**src/sv/cpe_pkg.sv**
```systemverilog
// Shared types and codes for the complex polynomial evaluator.
// Holds the payload structs, the multiplier step codes and the request codes.
// No dependencies.
`default_nettype none

package cpe_pkg;

    // Request codes carried in req_type.
    localparam logic REQ_LOAD = 1'b0;
    localparam logic REQ_EVAL = 1'b1;

    typedef struct packed {
        logic              req_type;
        logic [3:0]        coeff_index;
        logic signed [31:0] value_re;
        logic signed [31:0] value_im;
    } t_cpe_in;

    typedef struct packed {
        logic signed [31:0] result_re;
        logic signed [31:0] result_im;
        logic              overflow;
    } t_cpe_out;

    // One complex Q-format value as kept in the coefficient table.
    typedef struct packed {
        logic signed [31:0] re;
        logic signed [31:0] im;
    } t_cpx;

    // Multiplier step codes: which operand pair the shared multiplier takes.
    typedef logic [2:0] t_step;
    localparam t_step S_CR_PR = 3'd0;
    localparam t_step S_CI_PI = 3'd1;
    localparam t_step S_CR_PI = 3'd2;
    localparam t_step S_CI_PR = 3'd3;
    localparam t_step S_PR_XR = 3'd4;
    localparam t_step S_PI_XI = 3'd5;
    localparam t_step S_PR_XI = 3'd6;
    localparam t_step S_PI_XR = 3'd7;

    typedef struct packed {
        logic               valid;
        t_step              step;
        logic signed [31:0] a;
        logic signed [31:0] b;
    } t_mul_req;

    typedef struct packed {
        logic               valid;
        t_step              step;
        logic signed [63:0] prod;
    } t_mul_rsp;

endpackage

`default_nettype wire

```
**src/sv/cpe_mul.sv**
```systemverilog
// Shared 32 x 32 signed multiplier with a registered product and step tag.
// Depends on cpe_pkg for the request and response structs.
`default_nettype none

module cpe_mul
    import cpe_pkg::*;
(
    input  wire logic     i_clk,
    input  wire logic     i_rst_n,
    input  wire t_mul_req i_req,
    output t_mul_rsp      o_rsp
);

    logic signed [63:0] prod;
    t_mul_rsp           r_rsp;

    assign prod = i_req.a * i_req.b;

    always_ff @(posedge i_clk) begin
        if (!i_rst_n) begin
            r_rsp.valid <= 1'b0;
        end else begin
            r_rsp.valid <= i_req.valid;
        end
        r_rsp.step <= i_req.step;
        r_rsp.prod <= prod;
    end

    assign o_rsp = r_rsp;

endmodule

`default_nettype wire

```
**config.mk**
```make
export PLATFORM = sky130hd
export DESIGN_NAME = cpe_mul
export DESIGN_NICKNAME = d
export VERILOG_FILES = /design/src/sv/cpe_pkg.sv /design/src/sv/cpe_mul.sv
export SDC_FILE = /design/constraint.sdc
export NUM_CORES = 2
export LEC_CHECK = 0
export BUFFER_PORTS_ARGS = -buffer_cell sky130_fd_sc_hd__buf_2
export CORE_MARGIN = 2
export CORE_UTILIZATION = 45
export CTS_CLUSTER_DIAMETER = 50
export DETAILED_ROUTE_END_ITERATION = 8
export PLACE_DENSITY = 0.58
export SLEW_MARGIN = 25
export SYNTH_ARGS = -nofsm -noshare
export SYNTH_HDL_FRONTEND = slang
export SYNTH_SLANG_ARGS = --single-unit
```
**constraint.sdc**
```tcl
create_clock -name i_clk -period 8.6 [get_ports i_clk]
set_input_delay 0.43 -clock i_clk [delete_from_list [all_inputs] [get_ports i_clk]]
set_output_delay 0.43 -clock i_clk [all_outputs]
set_load 0.02 [all_outputs]
```
==> metrics.csv <==
stage;metric;value;unit
route;drt_iter0_drc;1297;
synthesis;yosysWarnings;0;
cells_and_area;largest_register_ffs;68;
synthesis;syn_nets;5293;
clocking;cts_buffers;9;
sta;maxSlewViolCount;0;
cells_and_area;drive_gt1_share;6.30;%
route;routed_via_density;5.17;
clocking;clk_path_buf_depth;2;
worst_hold_path;worstHoldPathCells;1;
clocking;numClockSinks;68;
cells_and_area;syn_to_final_growth;5.99;%
worst_hold_path;whs_endpoint;o_rsp[66];
clocking;cts.htree.levels;3;
worst_setup_path;required;8.85;ns
worst_hold_path;hp-class;primary input to register;
synthesis;synth_edf_count;0;
worst_hold_path;hold_path.startpoint;i_req[66];
global_routing;grt_pass1_vias;29300;
global_routing;grt_max_degree;33;
sta;setup_violations;0;
synthesis;ys_seq_area_share;3.62;%
synthesis;synth_top_cell_by_area;fa_1;
floorplanning;io_pins;138;
floorplanning;core.rowCount;105;
clocking;cts_tree;built;
floorplanning;die_width;293;um
route;antenna_left;0;
global_routing;antenna_found_initial;10;
place;dpl.hpwl;90100;um
sta;max_freq;124;MHz
floorplanning;initial_core_util;45.6;%
route;firstDrtPassIters;5;
sta;hold_viol_final;0;
floorplanning;core_area;82400;um^2
synthesis;synth.area.top_cells;fa_1 (58%), inv_1 (9.6%), and2_1 (8.6%);
global_routing;track_usage;26.4;%
synthesis;async_flop_share;0;%
worst_setup_path;path_class;primary input to register;
synthesis;ys.flop_type;dfxtp_1;
route;vias;26200;
place;place.gp.congestion;0.878;
floorplanning;dieArea;85800;um^2
sta;setup-tns-final;0;ns
cells_and_area;nNetsFinal;5318;
route;wl_per_cell;21.4;um
clocking;cts_resized;0;
floorplanning;die_h;293;um
route;wl;108000;um
sta;tightest_slew;0.889;ns
worst_setup_path;critPathArrivalTime;8.35;ns
cells_and_area;utilization;48.3;%
clocking;holdBufCountCts;0;
flow_run;maxCapViolations;0;
synthesis;syn_inst;3957;
synthesis;yosys.area.top_type_share;57.7;%
worst_setup_path;start_kind;primary input;
run_status;status;finished, final reports clean;
clocking;cts.clk_slew.worst_paths;0.06;ns
worst_setup_path;crit_fanout;28;
synthesis;yosysUniqueCellTypes;65;
synthesis;avgSynthCellArea;9.49;um^2
global_routing;grt_pass1_wl;171000;um
global_routing;gr-total-overflow;0;
route;route.detailed.drc;0;
place;port_buffers;137;
sta;fin_crit;8.10;ns
synthesis;synth_area;37600;um^2
clocking;postCtsSetupBuffers;0;
clocking;cts_root_buf;clkbuf_16;
synthesis;ys_ff_latch;68;
sta;rsz0062_at_grt;no;
sta;relSlewSlack;40.8;%
worst_setup_path;endpoint_kind;register;
sta;post-route-period-util;94.1;%
## cell usage after synthesis (3+ instances only)
| master | n |
|---|---|
| nand2b_1 | 9 |
| nor2_1 | 65 |
| ha_1 | 184 |
| and2_1 | 516 |
| o31ai_1 | 3 |
| o211ai_1 | 9 |
| dfxtp_1 | 68 |
| nor3_1 | 8 |
| a21o_1 | 26 |
| xnor2_1 | 55 |
| nor2b_1 | 5 |
| xor2_1 | 15 |
| o21ai_0 | 29 |
| buf_4 | 3 |
| nand3_1 | 10 |
| a211oi_1 | 4 |
| o21a_1 | 3 |
| clkbuf_1 | 201 |
| fa_1 | 1082 |
| a21oi_1 | 80 |
| o21bai_1 | 16 |
| nand4_1 | 17 |
| nand2_1 | 532 |
| inv_1 | 957 |
| or3_1 | 5 |
| a31oi_1 | 6 |
## per-layer routing
layer  vias to the layer above  share of wire (%)  global-route usage [%]
met4                         2                3.9                    8.79
met3                       170                4.9                    2.56
met2                       722                 53                    48.8
met1                     13900                 38                    32.2
met5                         -              0.015                       0
li1                      11300                  -                       -
## placed cells by master, fill, tap and decap left out, drive strengths merged, types with 3 or more instances in the layout
cell type,instances
a21o,27
nand4,17
o21ai,31
o21bai,16
clkbuf,10
clkinv,3
ha,184
o31ai,4
a31oi,6
a211oi,5
or3,5
dfxtp,68
xor2,15
nor2b,5
inv,957
nand2,532
nand2b,9
nor3,8
xnor2,55
o21a,3
nor2,66
a221oi,3
bufinv,3
a21oi,81
o211ai,11
fa,1082
nand3,11
and2,516
buf,224
## critical path: stages
cell and delay (ns):
buf_2 0.53, buf_4 0.27, and2_1 0.16, fa_1 0.45, fa_1 0.58, inv_1 0.08, fa_1 0.51, fa_1 0.51
inv_1 0.05, fa_1 0.55, fa_1 0.44, fa_1 0.54, fa_1 0.42, ha_1 0.37, a21oi_1 0.31, o21ai_0 0.23
a2111oi_0 0.47, o211ai_1 0.29, a31oi_1 0.44, o31ai_1 0.14, o21ai_1 0.30, nand4b_1 0.14, o311ai_1 0.09
## through the flow
step / setup WS [ns] / std cells / hold slack (ns) / cell area [um^2]
2_1_floorplan: 1.09 / 3957 / 0.458 / 37600
4_1_cts: 0.617 / 5057 / 0.165 / 39800
6_report: 0.503 / 5059 / 0.178 / 39800
3_3_place_gp: 0.393 / 5041 / 0.532 / 39500
5_1_grt: 0.116 / 5057 / 0.161 / 39800
3_5_place_dp: 0.288 / 5041 / 0.535 / 39500
## kinds of logic after synthesis
group | count (synthesis) | synth area share (%)
fa+ha+maj | 1266 | 63.8
xor+xnor | 70 | 1.63
compound gates | 208 | 3.62
simple gates | 1177 | 15.6
buf+inv | 1167 | 11.7
flops | 68 | 3.62
mux | 1 | 0.0266
## how the worst max path moves through the flow
stage | from | endpoint | slack, ns | cells after the start
final | i_req[9] | o_rsp[49] | 0.50 | 23
after global routing | i_req[9] | o_rsp[49] | 0.12 | 23
after CTS | i_req[9] | o_rsp[49] | 0.62 | 23
after detailed placement | i_req[9] | o_rsp[49] | 0.29 | 23
after global placement | i_req[9] | o_rsp[49] | 0.39 | 23
after floorplan | i_req[2] | o_rsp[62] | 1.09 | 26
## cell type report
type | instances | area [um^2]
tap | 1070 | 1340
timing repair buffer | 224 | 1380
sequential | 68 | 1360
fill | 7901 | 42600
antenna | 2 | 5.00
clock buffer | 10 | 229
clock inverter | 6 | 113
inverter | 957 | 3590
multi-input combinational | 2722 | 31800
Power is left out: the tool's default activity adds up to more than one toggle a clock period on the data nets, which glitch-free logic cannot reach.
