[config.mk]
export PLATFORM = sky130hd
export DESIGN_NAME = cpe_coef_mem
export DESIGN_NICKNAME = d
export VERILOG_FILES = /design/src/sv/cpe_pkg.sv /design/src/sv/cpe_coef_mem.sv
export SDC_FILE = /design/constraint.sdc
export NUM_CORES = 1
export LEC_CHECK = 0
export ABC_CLOCK_PERIOD_IN_PS = 5900
export BUFFER_PORTS_ARGS = -buffer_cell sky130_fd_sc_hd__clkbuf_2
export CAP_MARGIN = 0
export CORE_MARGIN = 3
export CORE_UTILIZATION = 35
export CTS_CLUSTER_SIZE = 10
export DETAILED_ROUTE_END_ITERATION = 10
export RECOVER_POWER = 50
export SYNTH_ARGS = -nofsm -noshare
export SYNTH_HDL_FRONTEND = slang
export SYNTH_SLANG_ARGS = --single-unit
export TNS_END_PERCENT = 1
[constraint.sdc]
create_clock -name i_clk -period 5.9 [get_ports i_clk]
set_clock_uncertainty 0.15 [all_clocks]
set_input_delay 0.59 -clock i_clk [delete_from_list [all_inputs] [get_ports i_clk]]
set_output_delay 0.59 -clock i_clk [all_outputs]
set_load 0.02 [all_outputs]
[src/sv/cpe_pkg.sv]
// Shared types and codes for the complex polynomial evaluator.
// Holds the payload structs, the multiplier step codes and the request codes.
// No dependencies.
`default_nettype none

package cpe_pkg;

    // Request codes carried in req_type.
    localparam logic REQ_LOAD = 1'b0;
    localparam logic REQ_EVAL = 1'b1;

    typedef struct packed {
        logic              req_type;
        logic [3:0]        coeff_index;
        logic signed [31:0] value_re;
        logic signed [31:0] value_im;
    } t_cpe_in;

    typedef struct packed {
        logic signed [31:0] result_re;
        logic signed [31:0] result_im;
        logic              overflow;
    } t_cpe_out;

    // One complex Q-format value as kept in the coefficient table.
    typedef struct packed {
        logic signed [31:0] re;
        logic signed [31:0] im;
    } t_cpx;

    // Multiplier step codes: which operand pair the shared multiplier takes.
    typedef logic [2:0] t_step;
    localparam t_step S_CR_PR = 3'd0;
    localparam t_step S_CI_PI = 3'd1;
    localparam t_step S_CR_PI = 3'd2;
    localparam t_step S_CI_PR = 3'd3;
    localparam t_step S_PR_XR = 3'd4;
    localparam t_step S_PI_XI = 3'd5;
    localparam t_step S_PR_XI = 3'd6;
    localparam t_step S_PI_XR = 3'd7;

    typedef struct packed {
        logic               valid;
        t_step              step;
        logic signed [31:0] a;
        logic signed [31:0] b;
    } t_mul_req;

    typedef struct packed {
        logic               valid;
        t_step              step;
        logic signed [63:0] prod;
    } t_mul_rsp;

endpackage

`default_nettype wire

[src/sv/cpe_coef_mem.sv]
// Coefficient table: one write port, one registered read port, and a valid
// bit per entry so that entries read as zero until they are loaded.
// Depends on cpe_pkg for the complex entry type.
`default_nettype none

module cpe_coef_mem
    import cpe_pkg::*;
#(
    parameter int DEPTH = 16,
    parameter int AW    = 4
) (
    input  wire logic          i_clk,
    input  wire logic          i_rst_n,
    input  wire logic          i_we,
    input  wire logic [AW-1:0] i_waddr,
    input  wire t_cpx          i_wdata,
    input  wire logic          i_re,
    input  wire logic [AW-1:0] i_raddr,
    output t_cpx               o_rdata
);

    t_cpx             mem [DEPTH];
    logic [DEPTH-1:0] r_vld;
    t_cpx             r_rdata;
    logic             r_rvld;

    always_ff @(posedge i_clk) begin
        if (i_we) begin
            mem[i_waddr] <= i_wdata;
        end
        if (i_re) begin
            r_rdata <= mem[i_raddr];
        end
    end

    always_ff @(posedge i_clk) begin
        if (!i_rst_n) begin
            r_vld  <= '0;
            r_rvld <= 1'b0;
        end else begin
            if (i_we) begin
                r_vld[i_waddr] <= 1'b1;
            end
            if (i_re) begin
                r_rvld <= r_vld[i_raddr];
            end
        end
    end

    assign o_rdata = r_rvld ? r_rdata : '0;

endmodule

`default_nettype wire
==> results of run 1 <==
-- path summary, 6_finish.rpt --
kind / startpoint / to / slack [ns] / depth (start not counted)
worst max-delay path: i_waddr[1] / mem[11][32]$_DFFE_PP_ / 1.73 / 5
worst min-delay path: i_rst_n / r_vld[10]$_SDFFE_PN0P_ / 0.23 / 2
worst max register to register: mem[15][61]$_DFFE_PP_ / r_rdata[61]$_DFFE_PP_ / 4.12 / 2
worst min register to register: r_vld[2]$_SDFFE_PN0P_ / r_vld[2]$_SDFFE_PN0P_ / 0.31 / 1
-- placed cells by master (no fill, tap or decap), types with 3 or more instances in the layout --
cell type,instances
edfxtp_1,1088
mux4_2,322
clkbuf_16,123
clkbuf_1,104
clkbuf_2,70
and2_1,64
buf_4,25
o21a_1,16
dfxtp_1,16
nor2_4,9
buf_12,9
diode_2,8
nor2_1,5
mux2i_1,4
nand3b_1,3
-- logic make-up after synthesis --
kind of cell | synth area share
DFF | 0.796
muxes | 0.176
and+or+nand+nor | 0.0130
buffers and inverters | 0.0113
AOI/OAI and AO/OA | 0.00371
-- critical path: cells and delay by family --
kind,cells,cell delay [ns]
buffers and inverters,3,3.26
AND/OR/NAND/NOR,2,0.43
-- metal layers --
layer  wire (µm)  part of all wire
met5          26           0.00028
met4        1420             0.015
met3        6000             0.064
met2       45400              0.49
met1       40300              0.43
-- area by class of cell --
class                           instances  area (µm²)  area share
Clock inverter                          7         116     0.00246
Multi-Input combinational cell        439        8070       0.170
Tap cell                             1524        1910      0.0403
Antenna cell                            8        20.0    0.000423
Clock buffer                          157        3210      0.0677
Timing Repair Buffer                  177        1020      0.0216
Sequential cell                      1105       33000       0.697
Inverter                                1        3.75   0.0000793
-- registers in the layout, indices dropped and copies added, names as in the netlist --
| register | cells |
|---|---|
| mem | 1024 |
| r_rdata | 64 |
| r_rvld | 1 |
| r_vld | 16 |
-- metrics by stage --
step	TNS [ns]	total power, W	setup WS [ns]
after floorplan	-2.73	0.00951	-0.0217
after global placement	0	0.00979	2.56
after detailed placement	0	0.00982	2.52
after CTS	0	0.0163	2.26
after global routing	0	0.0167	1.54
final	0	0.0162	1.73
-- power by group through the flow --
stage               logic (W)  clock network, W  registers (W)
floorplan            0.000478                 0        0.00903
global placement     0.000745                 0        0.00905
detailed placement   0.000768                 0        0.00906
CTS                  0.000768           0.00668        0.00890
global route         0.000799           0.00699        0.00891
finish               0.000738           0.00652        0.00890
==> results_dict.tcl, run 1 <==
set metrics [dict create \
    overflow 0 \
    initialDrtViolationCount 1826 \
    placementRows 125 \
    detail-route-antenna-nets 0 \
    synth-main-ff-cell "edfxtp_1" \
    synth_edf_count 1088 \
    cts.repair.resized 0 \
    avgViaCountPerCell 5.26 \
    yosysTopAreaCell "edfxtp_1" \
    clk_path_buf_depth 3 \
    cp_slowest_stage_delay_ns 2.11 \
    wl_per_cell_um 27.3 \
    placed_cells 3246 \
    yosysMostFrequentCell "edfxtp_1" \
    cp_max_fo 34 \
    synth_seq_area_share 0.796 \
    max-vdd-ir-drop_v 0.000264 \
    syn_avg_cell_area_um2 25.5 \
    dpl_cell_area_um2 44200 \
    sw_frac_of_total 0.200 \
    finalMaxSlewViolations 287 \
    seqPwrFrac 0.551 \
    die_area_um2 123000 \
    max_cap_violations 8 \
    clkPwrFrac 0.404 \
    worstPathCellList "clkbuf_1, nand2_1, nor2_4, clkbuf_1, buf_4" \
    routed_wl_mm 93.2 \
    synthesis.instances 1627 \
    coreArea_um2 117000 \
    io_buffer_count 139 \
    drive_gt1_frac 0.303 \
    clkSinkCount 1105 \
    status "finished with violations" \
    yosysTopAreaCellShare 0.788 \
    crit_required_ns 6.04 \
    insertion_delay_ns 0.69 \
    die_h_um 350 \
    die_w_um 350 \
    timing.hold.ws_ns 0.233 \
    grtUsageTotal 0.154 \
    fillerInstances 9958 \
    p_int_w 0.0129 \
    busiest_layer "met2" \
    grt_pass1_wl_mm 136 \
    final_area_um2 47400 \
    synth_nets 1703 \
    antenna_found_initial 14 \
    violations "max-capacitance violations, max-slew violations" \
    clkTransAtPathRegs_ns 0.05 \
    rsz0062_at_grt "no" \
    postCtsSetupBuffers 0 \
    met2_usage 0.249 \
    cts_tree "yes" \
    synth_common_cells "edfxtp_1, mux4_2, and2_1" \
    dp_hpwl_mm 46.7 \
    p_leak_nw 14.6 \
    crit_type "input port to register" \
    crit_top_cell "clkbuf_1" \
    gr-usage-met1 0.214 \
    finish.utilization 0.405 \
    synth-seq-cells 1105 \
    crit_path_start_kind "input port" \
    slowest_stage "clkbuf_1" \
    max_freq_mhz 240 \
    p_sw_w 0.00323 \
    drt_pre_antenna_iters 5 \
    grt_max_degree 108 \
    start_util 0.355 \
    htreeDepth 3 \
    cp-end-kind "register" \
    layout_min_cycle_time_ns 4.17 \
    stdcell_count 3418 \
    tightest_slew_ns 3.97 \
    powerDensity_nw_per_um2 341 \
    grt_pass1_vias 19600 \
    pin_count 140 \
    areaGrowthSynthToFinish_pct 14.2 \
    combPwrFrac 0.046 \
    cts-root-buf "clkbuf_16" \
    synth-async-reset-ratio 0 \
    synth_cell_types 23 \
    drcViolationCount 0 \
    grt_use_met3 0.0317 \
    via_count 18000 \
    final-setup-viol-count 0 \
    yosysWarnings 0 \
    synthTopCellsByArea "edfxtp_1, mux4_2, and2_1" \
    hold_path_class "input port to register" \
    final_nets 1921 \
    max_slew_margin -1.65 \
    finalHoldViolCount 0 \
    synth_area_um2 41500 \
    min_period_over_period 0.707 \
    hold_buffers 0 \
    cts_buffers 121 \
    globalplace.congestion 0.694 \
    arrival_ns 4.31 \
]
Note: power is estimated with default switching activity, not from simulation.
==> run 2, diff against run 1 <==
- ABC_CLOCK_PERIOD_IN_PS: 5900 -> 3900
- clock period: 5.9 -> 3.9 ns (I/O delays scaled with it)
==> results_dict.tcl, run 2 (synthesized netlist as in run 1, its figures left out) <==
set metrics [dict create \
    max_slew_margin -0.972 \
    holdPathEnd "r_rvld$_SDFFE_PN0P_" \
    avgViaCountPerCell 5.24 \
    placementRows 125 \
    p_leak_nw 15.2 \
    cp-end-kind "register" \
    clk_path_buf_depth 3 \
    cp_max_fo 65 \
    via_count 18400 \
    rsz0062_at_grt "no" \
    status "finished with violations" \
    violations "max-capacitance violations, max-slew violations" \
    areaGrowthSynthToFinish_pct 17.4 \
    min_period_over_period 0.852 \
    dp_hpwl_mm 46.8 \
    crit_path_start_kind "input port" \
    r2r_cells 2 \
    routed_wl_mm 95.2 \
    worst_r2r_endpoint "r_rdata[52]$_DFFE_PP_" \
    finalHoldViolCount 0 \
    timing.hold.ws_ns 0.124 \
    cts.repair.resized 0 \
    max_cap_violations 13 \
    cts-root-buf "clkbuf_16" \
    crit_required_ns 3.98 \
    cts_buffers 130 \
    tightest_slew_ns 2.96 \
    finalMaxSlewViolations 639 \
    die_area_um2 123000 \
    hold_buffers 65 \
    crit_type "input port to register" \
    final-setup-viol-count 0 \
    max-vdd-ir-drop_v 0.000394 \
    placed_cells 3262 \
    grt_pass1_wl_mm 140 \
    final_nets 2011 \
    final_cell_mix "edfxtp_1, mux4_2, clkbuf_16" \
    pin_count 140 \
    insertion_delay_ns 0.69 \
    min_from "i_raddr[1]" \
    initialDrtViolationCount 1661 \
    mostFrequentLayoutCell "edfxtp_1" \
    hold-path-cell-count 2 \
    layout_min_cycle_time_ns 3.32 \
    powerDensity_nw_per_um2 520 \
    grt_pass1_vias 20200 \
    top_regs "mem: 1024 flops, r_rdata: 64 flops, r_vld: 16 flops" \
    cts_tree "yes" \
    globalplace.congestion 0.696 \
    stdcell_count 3507 \
    detail-route-antenna-nets 0 \
    postCtsSetupBuffers 0 \
    largest-register "mem" \
    wl_per_cell_um 27.1 \
    antenna_found_initial 13 \
    drcViolationCount 0 \
    start_util 0.355 \
    grt_max_degree 66 \
    overflow 0 \
    coreArea_um2 117000 \
    drt_pre_antenna_iters 5 \
    die_w_um 350 \
    io_buffer_count 139 \
    htreeDepth 4 \
    worstReg2RegStart "mem[12][52]$_DFFE_PP_" \
    clkTransAtPathRegs_ns 0.05 \
    grtUsageTotal 0.158 \
    max_freq_mhz 301 \
    reg2reg_slack_ns 2.11 \
    die_h_um 350 \
    fillerInstances 9859 \
    clkSinkCount 1105 \
    largest_reg_flops 1024 \
    drive_gt1_frac 0.310 \
    hold_path_class "input port to register" \
    arrival_ns 3.40 \
]
-- run 2: cell count changes in the layout (fill, tap and decap cells not counted), sizes merged --
cell	change
dlygate4sd3	+65
buf	+8
clkbuf	+8
inv	+7
clkinv	+1
clkinvlp	-1
diode	+1
-- run 2: worst max path at each step --
stage	to	cells past startpoint	startpoint	slack, ns
after floorplan	mem[4][0]$_DFFE_PP_	2	i_waddr[3]	-1.82
after global placement	r_rdata[8]$_DFFE_PP_	5	i_raddr[0]	1.07
after detailed placement	r_rdata[8]$_DFFE_PP_	5	i_raddr[0]	1.05
after CTS	o_rdata[46]	3	r_rvld$_SDFFE_PN0P_	0.91
after global routing	mem[14][18]$_DFFE_PP_	4	i_waddr[1]	0.45
final	mem[6][2]$_DFFE_PP_	4	i_waddr[1]	0.58
-- run 2: routing by layer --
layer	track usage	vias to the layer above	wire length, µm
met4	0.0362	8	1490
met3	0.0362	126	5860
met2	0.257	589	46900
met5	0	-	48
li1	-	7634	-
met1	0.217	10000	40900
-- run 2: power breakdown --
part | internal (W) | switching [W]
Clock | 0.00629 | 0.00432
Combinational | 0.000548 | 0.000663
Sequential | 0.0134 | 0.0000909
-- run 2: area by class of cell --
class | count | area [µm²] | area share
Antenna cell | 9 | 22.5 | 0.000463
Clock buffer | 157 | 3470 | 0.0713
Clock inverter | 14 | 175 | 0.00360
Inverter | 1 | 3.75 | 0.0000771
Multi-Input combinational cell | 439 | 8110 | 0.167
Sequential cell | 1105 | 33000 | 0.678
Tap cell | 1524 | 1910 | 0.0392
Timing Repair Buffer | 258 | 1970 | 0.0405
-- run 2: critical path: stages --
cell and delay [ns]:
clkbuf_1 0.38, nand2b_1 0.35, nor2_4 0.15, clkbuf_2 2.07
-- run 2: stage by stage --
stage / TNS (ns) / util / instance area, µm² / setup slack [ns] / total power (W)
floorplan: -337.75 / - / 41500 / -1.82 / 0.0144
global placement: 0 / 0.382 / 44600 / 1.07 / 0.0149
detailed placement: 0 / 0.382 / 44600 / 1.05 / 0.0149
CTS: 0 / 0.418 / 48900 / 0.911 / 0.0256
global route: 0 / 0.416 / 48700 / 0.453 / 0.0261
finish: 0 / 0.417 / 48700 / 0.578 / 0.0253
==> run 3, diff against run 2 <==
==> constraint.sdc (replaced) <==
create_clock -name i_clk -period 3.9 [get_ports i_clk]
set_clock_uncertainty 0.15 [all_clocks]
set_input_delay 0 -clock i_clk [delete_from_list [all_inputs] [get_ports i_clk]]
set_output_delay 0 -clock i_clk [all_outputs]
set_load 0.02 [all_outputs]
==> results_dict.tcl, run 3 (synthesized netlist as in run 1, its figures left out) <==
set metrics [dict create \
    crit_required_ns 4.38 \
    cp_slowest_stage_delay_ns 0.62 \
    dpl_cell_area_um2 44600 \
    p_leak_nw 15.3 \
    max_cap_violations 3 \
    coreArea_um2 117000 \
    min_period_over_period 0.921 \
    clkSinkCount 1105 \
    seq_area_um2 33000 \
    violations "max-capacitance violations, max-slew violations" \
    max_slew_margin -0.780 \
    final_cell_mix "edfxtp_1, mux4_2, clkbuf_16" \
    final-setup-viol-count 0 \
    fillerInstances 9895 \
    slowest_stage "buf_4" \
    cp_max_fo 36 \
    timing.hold.ws_ns 0.103 \
    cts_buffers 130 \
    die_area_um2 123000 \
    critical_path.top_delay_family "buffers and inverters" \
    status "finished with violations" \
    busiest_layer "met2" \
    grt_pass1_vias 20000 \
    dp_hpwl_mm 49.2 \
    drt_pre_antenna_iters 7 \
    grtUsageTotal 0.156 \
    grt_max_degree 75 \
    drcViolationCount 0 \
    overflow 0 \
    insertion_delay_ns 0.70 \
    cts_tree "yes" \
    powerDensity_nw_per_um2 516 \
    max-vdd-ir-drop_v 0.000338 \
    crit_type "input port to register" \
    via_count 18500 \
    io_buffer_count 139 \
    detail-route-antenna-nets 0 \
    worstPathCellList "dlygate4sd3_1, buf_4, nand3_1, dlygate4sd3_1, a221oi_1, dlygate4sd3_1, nand2_1, dlygate4sd3_1, o211ai_1, dlygate4sd3_1" \
    layout_setup_ws_ns 0.307 \
    routed_wl_mm 94.7 \
    avgViaCountPerCell 5.26 \
    initialDrtViolationCount 1877 \
    clk_path_buf_depth 3 \
    wl_per_cell_um 26.9 \
    htreeDepth 4 \
    grt_pass1_wl_mm 138 \
    top_regs "mem: 1024 flops, r_rdata: 64 flops, r_vld: 16 flops" \
    cp-end-kind "register" \
    placementRows 125 \
    crit_top_cell "dlygate4sd3_1" \
    die_w_um 350 \
    hold_buffers 80 \
    areaGrowthSynthToFinish_pct 17.7 \
    finalHoldViolCount 0 \
    max_freq_mhz 278 \
    die_h_um 350 \
    hold_path_class "input port to register" \
    largest_reg_flops 1024 \
    largest-register "mem" \
    tightest_slew_ns 2.67 \
    postCtsSetupBuffers 0 \
    pin_count 140 \
    grt_use_met3 0.0316 \
    gr-usage-met1 0.227 \
    dp_worst_setup_slack_ns 1.47 \
    critPathBufInv 6 \
    final_area_um2 48800 \
    finish.utilization 0.418 \
    final_nets 2028 \
    globalplace.congestion 0.696 \
    placed_cells 3264 \
    layout_min_cycle_time_ns 3.59 \
    met2_usage 0.242 \
    rsz0062_at_grt "no" \
    start_util 0.355 \
    cts.repair.resized 0 \
    crit_path_start_kind "input port" \
    arrival_ns 4.07 \
    clkTransAtPathRegs_ns 0.06 \
    antenna_found_initial 11 \
    mostFrequentLayoutCell "edfxtp_1" \
    multi_input_area_um2 8090 \
    drive_gt1_frac 0.307 \
    finalMaxSlewViolations 111 \
    stdcell_count 3526 \
    cts-root-buf "clkbuf_16" \
]
run 3: cell count changes in the layout (fill, tap and decap cells not counted), sizes merged:
cell         before  now
inv              10    9
dlygate4sd3      65   80
clkbuf          305  301
buf              45   57
bufinv            1    0
clkinvlp          0    1
clkinv            4    8
diode             9    2
run 3: layout make-up:
cell class | instances | area share
multi-input cells | 439 | 0.166
clock buffers | 163 | 0.0705
clock inverters | 17 | 0.00325
repair buffers | 275 | 0.0452
diodes | 2 | 0.000103
inverters | 1 | 0.0000769
flip-flops and latches | 1105 | 0.676
well taps | 1524 | 0.0391
run 3: path summary, 6_finish.rpt:
kind / start / to / slack (ns) / cells past startpoint
worst min register to register: r_vld[0]$_SDFFE_PN0P_ / r_vld[0]$_SDFFE_PN0P_ / 0.32 / 1
worst max register to register: r_vld[13]$_SDFFE_PN0P_ / r_rvld$_SDFFE_PN0P_ / 1.06 / 7
worst min-delay path: i_raddr[1] / r_rdata[46]$_DFFE_PP_ / 0.10 / 3
worst max-delay path: i_re / r_rvld$_SDFFE_PN0P_ / 0.31 / 10
run 3: power by group:
| part | leakage (nW) | total (W) | switching [W] | internal (W) |
|---|---|---|---|---|
| logic | 3.50 | 0.00121 | 0.000656 | 0.000558 |
| registers | 10.0 | 0.0135 | 0.0000965 | 0.0134 |
| clock network | 1.75 | 0.0105 | 0.00437 | 0.00615 |
run 3: through the flow:
step | total power (W) | TNS [ns]
2_1_floorplan | 0.0144 | -273.34
3_3_place_gp | 0.0149 | 0
3_5_place_dp | 0.0149 | 0
4_1_cts | 0.0255 | 0
5_1_grt | 0.0261 | 0
6_report | 0.0252 | 0
run 3: worst register-to-register path, cell delays in order (launching register included):
cell and delay, ns:
dfxtp_1 0.33, mux2i_1 0.07, a221oi_1 0.38, dlygate4sd3_1 0.61, nand2_1 0.06, dlygate4sd3_1 0.56, o211ai_1 0.09, dlygate4sd3_1 0.56
run 3: metal layers:
metal / up-vias / wire, µm
li1: 7675 / -
met1: 10100 / 42200
met2: 614 / 44800
met3: 144 / 5880
met4: 8 / 1850
met5: - / 55
